===== config.mk =====
export PLATFORM = sky130hd
export DESIGN_NAME = build_file_tokenizer
export DESIGN_NICKNAME = d
export VERILOG_FILES = /design/src/bft_pkg.sv /design/src/build_file_tokenizer.sv
export SDC_FILE = /design/constraint.sdc
export NUM_CORES = 1
export LEC_CHECK = 0
export BUFFER_PORTS_ARGS = -buffer_cell sky130_fd_sc_hd__buf_2
export CAP_MARGIN = 20
export CORE_ASPECT_RATIO = 0.7
export CORE_UTILIZATION = 25
export CTS_CLUSTER_SIZE = 24
export DETAILED_ROUTE_END_ITERATION = 10
export HOLD_SLACK_MARGIN = 0.06
export PLACE_DENSITY = 0.5
export SLEW_MARGIN = 0
export SYNTH_ARGS = -nofsm -noshare
export SYNTH_HDL_FRONTEND = slang
export SYNTH_SLANG_ARGS = --single-unit

===== constraint.sdc =====
create_clock -name clk -period 5.13 [get_ports clk]
set_input_delay 0.2565 -clock clk [delete_from_list [all_inputs] [get_ports clk]]
set_output_delay 0.2565 -clock clk [all_outputs]
set_load 0.01 [all_outputs]

===== src/bft_pkg.sv =====
// Shared types and constants for the build file tokenizer.
package bft_pkg;

	localparam int LINE_W = 24;
	localparam logic [LINE_W-1:0] LINE_MAX = {LINE_W{1'b1}};

	// Configuration register indexes.
	localparam logic CFG_NEWLINE_SPECIAL = 1'b0;
	localparam logic CFG_START_LINE      = 1'b1;

	// Characters with a meaning of their own.
	localparam logic [7:0] CH_TAB    = 8'h09;
	localparam logic [7:0] CH_LF     = 8'h0A;
	localparam logic [7:0] CH_CR     = 8'h0D;
	localparam logic [7:0] CH_SPACE  = 8'h20;
	localparam logic [7:0] CH_QUOTE  = 8'h22;
	localparam logic [7:0] CH_HASH   = 8'h23;
	localparam logic [7:0] CH_LPAREN = 8'h28;
	localparam logic [7:0] CH_RPAREN = 8'h29;
	localparam logic [7:0] CH_COMMA  = 8'h2C;
	localparam logic [7:0] CH_COLON  = 8'h3A;
	localparam logic [7:0] CH_BSLASH = 8'h5C;
	localparam logic [7:0] CH_LBRACE = 8'h7B;
	localparam logic [7:0] CH_RBRACE = 8'h7D;

	// Token end codes.
	localparam logic [1:0] TE_NONE      = 2'd0;
	localparam logic [1:0] TE_DONE      = 2'd1;
	localparam logic [1:0] TE_ABANDONED = 2'd2;
	localparam logic [1:0] TE_EMPTY_QUO = 2'd3;

	// Error codes.
	localparam logic [1:0] ERR_NONE       = 2'd0;
	localparam logic [1:0] ERR_NL_IN_QUO  = 2'd1;
	localparam logic [1:0] ERR_WS_AFTER_Q = 2'd2;
	localparam logic [1:0] ERR_Q_IN_TOKEN = 2'd3;

	// Input item kinds.
	localparam logic KIND_CHAR = 1'b0;
	localparam logic KIND_EOI  = 1'b1;

	typedef struct packed {
		logic              char_valid;
		logic [7:0]        char_out;
		logic [1:0]        token_end;
		logic [1:0]        error_code;
		logic [LINE_W-1:0] line_no;
	} res_t;

	function automatic logic is_ws(input logic [7:0] c);
		return (c == CH_SPACE) || ((c >= CH_TAB) && (c <= CH_CR));
	endfunction

	function automatic logic is_single(input logic [7:0] c);
		return (c == CH_LPAREN) || (c == CH_RPAREN) || (c == CH_LBRACE) ||
			(c == CH_RBRACE) || (c == CH_COLON) || (c == CH_COMMA);
	endfunction

endpackage


===== src/build_file_tokenizer.sv =====
// Build file tokenizer: one character item in, one token result out.
// Throughput: one item per cycle while in_stall is low; the mode update is a
// single pass of logic. Each result is registered in the main or skid entry.
// A two-entry output buffer lets an item be taken while one result waits.
// Reset: mode between tokens, empty token, line counter at 1, no special newline.
// Writing start_line also loads the line counter.
module build_file_tokenizer
	import bft_pkg::*;
(
	input  logic              clk,
	input  logic              arst_n,
	input  logic              cfg_we,
	input  logic              cfg_index,
	input  logic [LINE_W-1:0] cfg_data,
	input  logic              in_valid,
	output logic              in_stall,
	input  logic              kind,
	input  logic [7:0]        ch,
	output logic              out_valid,
	input  logic              out_stall,
	output logic              char_valid,
	output logic [7:0]        char_out,
	output logic [1:0]        token_end,
	output logic [1:0]        error_code,
	output logic [LINE_W-1:0] line_no
);

	typedef enum logic [1:0] {
		MODE_BETWEEN,
		MODE_TOKEN,
		MODE_QUOTE,
		MODE_SKIP
	} mode_t;

	mode_t             mode_q, mode_d;
	logic              nonempty_q, nonempty_d;
	logic [LINE_W-1:0] line_q, line_d;
	logic              nl_special_q;
	logic              bump;
	res_t              res_d;
	res_t              out_q, skid_q;
	logic              out_valid_q, skid_valid_q;
	logic              accept, pop;

	assign accept = in_valid && !in_stall;
	assign pop    = out_valid_q && !out_stall;

	always_comb begin
		mode_d     = mode_q;
		nonempty_d = nonempty_q;
		bump       = 1'b0;
		res_d      = '0;
		if (kind == KIND_EOI) begin
			unique case (mode_q)
				MODE_TOKEN:   res_d.token_end = TE_DONE;
				MODE_QUOTE:   res_d.token_end = nonempty_q ? TE_DONE : TE_EMPTY_QUO;
				MODE_SKIP:    bump = 1'b1;
				MODE_BETWEEN: ;
				default:      ;
			endcase
			mode_d     = MODE_BETWEEN;
			nonempty_d = 1'b0;
		end else begin
			unique case (mode_q)
				MODE_BETWEEN: begin
					bump = (ch == CH_LF);
					priority if (is_single(ch) || (ch == CH_LF && nl_special_q)) begin
						res_d.char_valid = 1'b1;
						res_d.char_out   = ch;
						res_d.token_end  = TE_DONE;
					end else if (ch == CH_QUOTE) begin
						mode_d     = MODE_QUOTE;
						nonempty_d = 1'b0;
					end else if (is_ws(ch)) begin
					end else if (ch == CH_HASH || ch == CH_BSLASH) begin
						mode_d = MODE_SKIP;
					end else begin
						res_d.char_valid = 1'b1;
						res_d.char_out   = ch;
						mode_d           = MODE_TOKEN;
						nonempty_d       = 1'b1;
					end
				end
				MODE_TOKEN: begin
					priority if (is_ws(ch)) begin
						res_d.token_end = TE_DONE;
						if (ch == CH_LF) begin
							bump = 1'b1;
							if (nl_special_q) begin
								res_d.char_valid = 1'b1;
								res_d.char_out   = ch;
							end
						end
						mode_d     = MODE_BETWEEN;
						nonempty_d = 1'b0;
					end else if (ch == CH_QUOTE) begin
						res_d.error_code = ERR_Q_IN_TOKEN;
						res_d.token_end  = TE_ABANDONED;
						mode_d           = MODE_BETWEEN;
						nonempty_d       = 1'b0;
					end else begin
						res_d.char_valid = 1'b1;
						res_d.char_out   = ch;
					end
				end
				MODE_QUOTE: begin
					priority if (ch == CH_QUOTE) begin
						res_d.token_end = nonempty_q ? TE_DONE : TE_EMPTY_QUO;
						mode_d          = MODE_BETWEEN;
						nonempty_d      = 1'b0;
					end else if (ch == CH_LF) begin
						res_d.error_code = ERR_NL_IN_QUO;
						res_d.token_end  = TE_ABANDONED;
						mode_d           = MODE_BETWEEN;
						nonempty_d       = 1'b0;
					end else if (!nonempty_q && is_ws(ch)) begin
						res_d.error_code = ERR_WS_AFTER_Q;
					end else begin
						res_d.char_valid = 1'b1;
						res_d.char_out   = ch;
						nonempty_d       = 1'b1;
					end
				end
				MODE_SKIP: begin
					if (ch == CH_LF) begin
						bump   = 1'b1;
						mode_d = MODE_BETWEEN;
					end
				end
				default: ;
			endcase
		end
		line_d = (bump && line_q != LINE_MAX) ? line_q + 1'b1 : line_q;
		res_d.line_no = line_d;
	end

	always_ff @(posedge clk or negedge arst_n) begin
		if (!arst_n) begin
			mode_q       <= MODE_BETWEEN;
			nonempty_q   <= 1'b0;
			line_q       <= LINE_W'(1);
			nl_special_q <= 1'b0;
			out_valid_q  <= 1'b0;
			skid_valid_q <= 1'b0;
		end else begin
			if (cfg_we) begin
				unique case (cfg_index)
					CFG_NEWLINE_SPECIAL: nl_special_q <= cfg_data[0];
					CFG_START_LINE:      line_q       <= cfg_data;
					default: ;
				endcase
			end
			if (accept) begin
				mode_q     <= mode_d;
				nonempty_q <= nonempty_d;
				line_q     <= line_d;
			end
			// The skid entry holds a result only while the main entry is stalled.
			if (skid_valid_q) begin
				if (pop) begin
					out_q        <= skid_q;
					skid_valid_q <= 1'b0;
				end
			end else if (accept) begin
				if (out_valid_q && !pop) begin
					skid_q       <= res_d;
					skid_valid_q <= 1'b1;
				end else begin
					out_q       <= res_d;
					out_valid_q <= 1'b1;
				end
			end else if (pop) begin
				out_valid_q <= 1'b0;
			end
		end
	end

	assign in_stall    = skid_valid_q;
	assign out_valid   = out_valid_q;
	assign char_valid  = out_q.char_valid;
	assign char_out    = out_q.char_out;
	assign token_end   = out_q.token_end;
	assign error_code  = out_q.error_code;
	assign line_no     = out_q.line_no;

`ifndef ASSERT_OFF
	a_skid_needs_main: assert property (@(posedge clk) disable iff (!arst_n)
		skid_valid_q |-> out_valid_q)
		else $error("skid entry holds a result while the main entry is empty");

	a_token_nonempty: assert property (@(posedge clk) disable iff (!arst_n)
		(mode_q == MODE_TOKEN) |-> nonempty_q)
		else $error("token mode with an empty token");

	a_between_empty: assert property (@(posedge clk) disable iff (!arst_n)
		(mode_q == MODE_BETWEEN || mode_q == MODE_SKIP) |-> !nonempty_q)
		else $error("token marked non-empty outside a token");

	a_err_abandons: assert property (@(posedge clk) disable iff (!arst_n)
		(out_valid_q && (out_q.error_code == ERR_NL_IN_QUO ||
			out_q.error_code == ERR_Q_IN_TOKEN)) |-> (out_q.token_end == TE_ABANDONED))
		else $error("error result does not abandon the token");

	a_line_monotonic: assert property (@(posedge clk) disable iff (!arst_n)
		!cfg_we |=> (line_q >= $past(line_q)))
		else $error("line counter went backward without a configuration write");
`endif

endmodule


==> summary.txt <==
Run status
  • Status: finished clean

Critical path
  • Crit-path max FO: 12
  • CP Capture Type: register
  • FF-to-FF Start: line_q[0]
  • Crit. Startpoint: line_q[0]
  • Crit path DAT: approximately 3.4 ns
  • CP Class: reg -> reg
  • CP required: approximately 5.2 ns
  • FF-to-FF path depth: 7
  • Crit start category: register

Synthesis
  • Post-synth EDFFs: 74
  • Syn_nets: 564
  • Cell area after synthesis: 5682 um2
  • Synthesized area per cell: 10.95 um2
  • Distinct cells, synth: 68
  • Synth warn: 0
  • Synth Flop Type: edfxtp_1
  • Post-Syn Instances: 519
  • Yosys top cell area share: 0.3911
  • Async set or reset register ratio after synthesis: 0.2885
  • Sequential fraction of the synthesis area: 0.5235
  • Cell taking the most area after synthesis: edfxtp_1
  • Synth area leaders: edfxtp_1 39%, dfrtp_1 13%, mux2_2 5.7%, nand2_1 3.4%, xor2_1 2.6%
  • Synth Register Bits: 104

Layout
  • Multi-input logic area: 2521 um2
  • Fillers: 2284
  • Commonest non-fill, non-tap cell in the layout: buf_2
  • Reg area: roughly 3000 um2
  • Antenna Cells: 0
  • Layout Nets: 625
  • P&R area growth vs syn: 16.58%
  • Layout cells sized above 1: 0.2530
  • Most frequent cells in the layout: 77 x buf_2, 74 x edfxtp_1, 52 x nand2_1

GRT
  • First-pass GRT wire length: 25020 um
  • Total grt overflow: 0
  • Initial antenna violation count: 0
  • Vias in the first global route: between 4000 and 5000
  • Pin count of the biggest net entering global routing: 46
  • Total GRT Usage: 0.1406

Routing
  • DR iter-0 viols: 281
  • Via/cell ratio: 5.003
  • DR DRC count: 0
  • Total number of vias: 4338
  • Routed Antenna Nets: 0
  • Average wire per standard cell: 18.36 um
  • DRT Pass-1 Iters: 5
  • Drt total wl: 15910 um

Worst hold path
  • Worst min path class: in -> reg
  • Hold_sp: out_stall
  • Hold depth: 3

Run
  • Max-Cap Viols: 0

STA
  • Shortest period the worst path allows: 3.304 ns
  • Setup TNS: 0 ns
  • RSZ-0062 raised after global routing: no
  • Clock Skew: 0.01303 ns
  • Final Hold Viols: 0
  • Slew Limit Fails: 0
  • Final worst setup slack: 1.826 ns
  • Fin crit share: 0.6441
  • FMAX: 0.3026 GHz
  • Slew headroom: 0.3812
  • Final setup viols: 0
  • Hold slack: 0.1624 ns
  • Worst-margin pin slew: 0.9255 ns

Floorplanning
  • CORE AREA: 21960 um2
  • DIE AREA: about 23000 um2
  • Die H: roughly 130 um
  • Rows: 45
  • Top Ports: 78
  • Starting Density: 0.2587
  • Die X: 182.2 um

Clock network
  • Clk slew on worst S/H paths: 0.08 ns
  • Insertion delay of the later-clocked pin in the worst-skew pair: 0.36 ns
  • CTS H-tree lvls: 3
  • CTS Buffer Depth: 2
  • CTS root buffer: clkbuf_16
  • Clock tree from TritonCTS: built
  • CTS sink cnt: 104
  • Num CTS Buffers: 9
  • Setup bufs post-CTS: 0

Place
  • IO Port Bufs: 77
  • Final HPWL DP: 10940 um
  • Final GP Congestion: 0.8532
  • Setup Slack @ Placement: 1.808 ns

Power
  • Power Density: 484.4 nW/um2
  • Total Power: 3.209 mW
  • Leakage: approximately 2.4 nW
  • Peak supply drop: 0.1829 mV
-- kinds of logic after synthesis --
kind of cell               Yosys count  synth area share
AOI/OAI and AO/OA                  111            0.1383
xor gates and xnor gates            24           0.03700
adders and majority gates            6           0.01321
buffers and inverters               44           0.03545
DFF                                104            0.5235
muxes                               29           0.05748
and+or+nand+nor                    201            0.1951
-- final cells by class --
class,count,share of cell area
clock buffers,11,0.03835
flip-flops and latches,104,0.4490
clock inverters,5,0.006611
well taps,282,0.05327
multi-input cells,371,0.3806
repair buffers,84,0.06649
inverters,10,0.005667
-- path summary, 6_finish.rpt --
check                                   end  slack, ns
worst max-delay path            line_no[16]       1.83
worst min-delay path               in_stall       0.16
worst max register to register  line_no[16]       1.83
worst min register to register   line_no[9]       0.54
max in group asynchronous         line_q[8]       4.02
min in group asynchronous         out_valid       0.56
-- metrics by stage --
| stage | utilization | std cells | cell area [um2] |
|---|---|---|---|
| 2_1_floorplan | - | 519 | 5682 |
| 3_3_place_gp | 0.2876 | 850 | 6316 |
| 3_5_place_dp | 0.2876 | 850 | 6316 |
| 4_1_cts | 0.3017 | 867 | 6624 |
| 5_1_grt | 0.3017 | 867 | 6624 |
| 6_report | 0.3017 | 867 | 6624 |
-- critical path, stage by stage (launching register included) --
cell	delay [ns]
dfstp_2	0.57
ha_1	0.23
nand3_1	0.19
or4b_1	0.63
a211oi_2	0.74
nand2_1	0.24
xnor2_1	0.19
mux2_2	0.27
-- cells in the mapped netlist (4+ instances only) --
cell / count
nand2b_1: 7
nor2_1: 36
a31oi_1: 5
ha_1: 6
and3_1: 11
o211ai_1: 7
o21a_1: 12
edfxtp_1: 74
nand2_1: 52
o21ai_0: 16
xnor2_1: 7
dfrtp_1: 29
xor2_1: 17
nor3_2: 5
nor2b_1: 7
mux2_2: 29
and2_1: 6
nor3b_1: 4
a211oi_1: 6
nor3_1: 15
clkbuf_1: 23
and4_1: 6
a311oi_1: 6
buf_2: 5
o22ai_1: 7
o31ai_1: 7
a21oi_1: 19
inv_1: 10
nand3_1: 25
-- sequential cells by signal, indices dropped and copies added (netlist names), 2 cells and up --
signal and cells:
error_code 2, token_end 2, char_out 8, line_no 24, line_q 24, skid_q 37, mode_q 2
-- layer usage --
metal	track usage	routed length, um	vias up
met5	0	0	-
met4	0.03609	157	0
met3	0.03125	788	11
met2	0.2013	6625	129
met1	0.2106	8343	2138
li1	-	-	2060
-- where the power goes --
group          internal [mW]  switching [mW]
registers               1.18           0.179
clock network          0.368           0.331
logic                  0.461           0.688
total                   2.01            1.20
-- what timing repair did --
| action | 4_1_cts | 5_1_grt |
|---|---|---|
| gates resized for setup | 0 | 0 |
| setup endpoints to repair | 0 | 0 |
| hold endpoints to repair | 28 | 0 |
| hold buffers | 1 | 0 |
(Power assumes the default switching activity.)
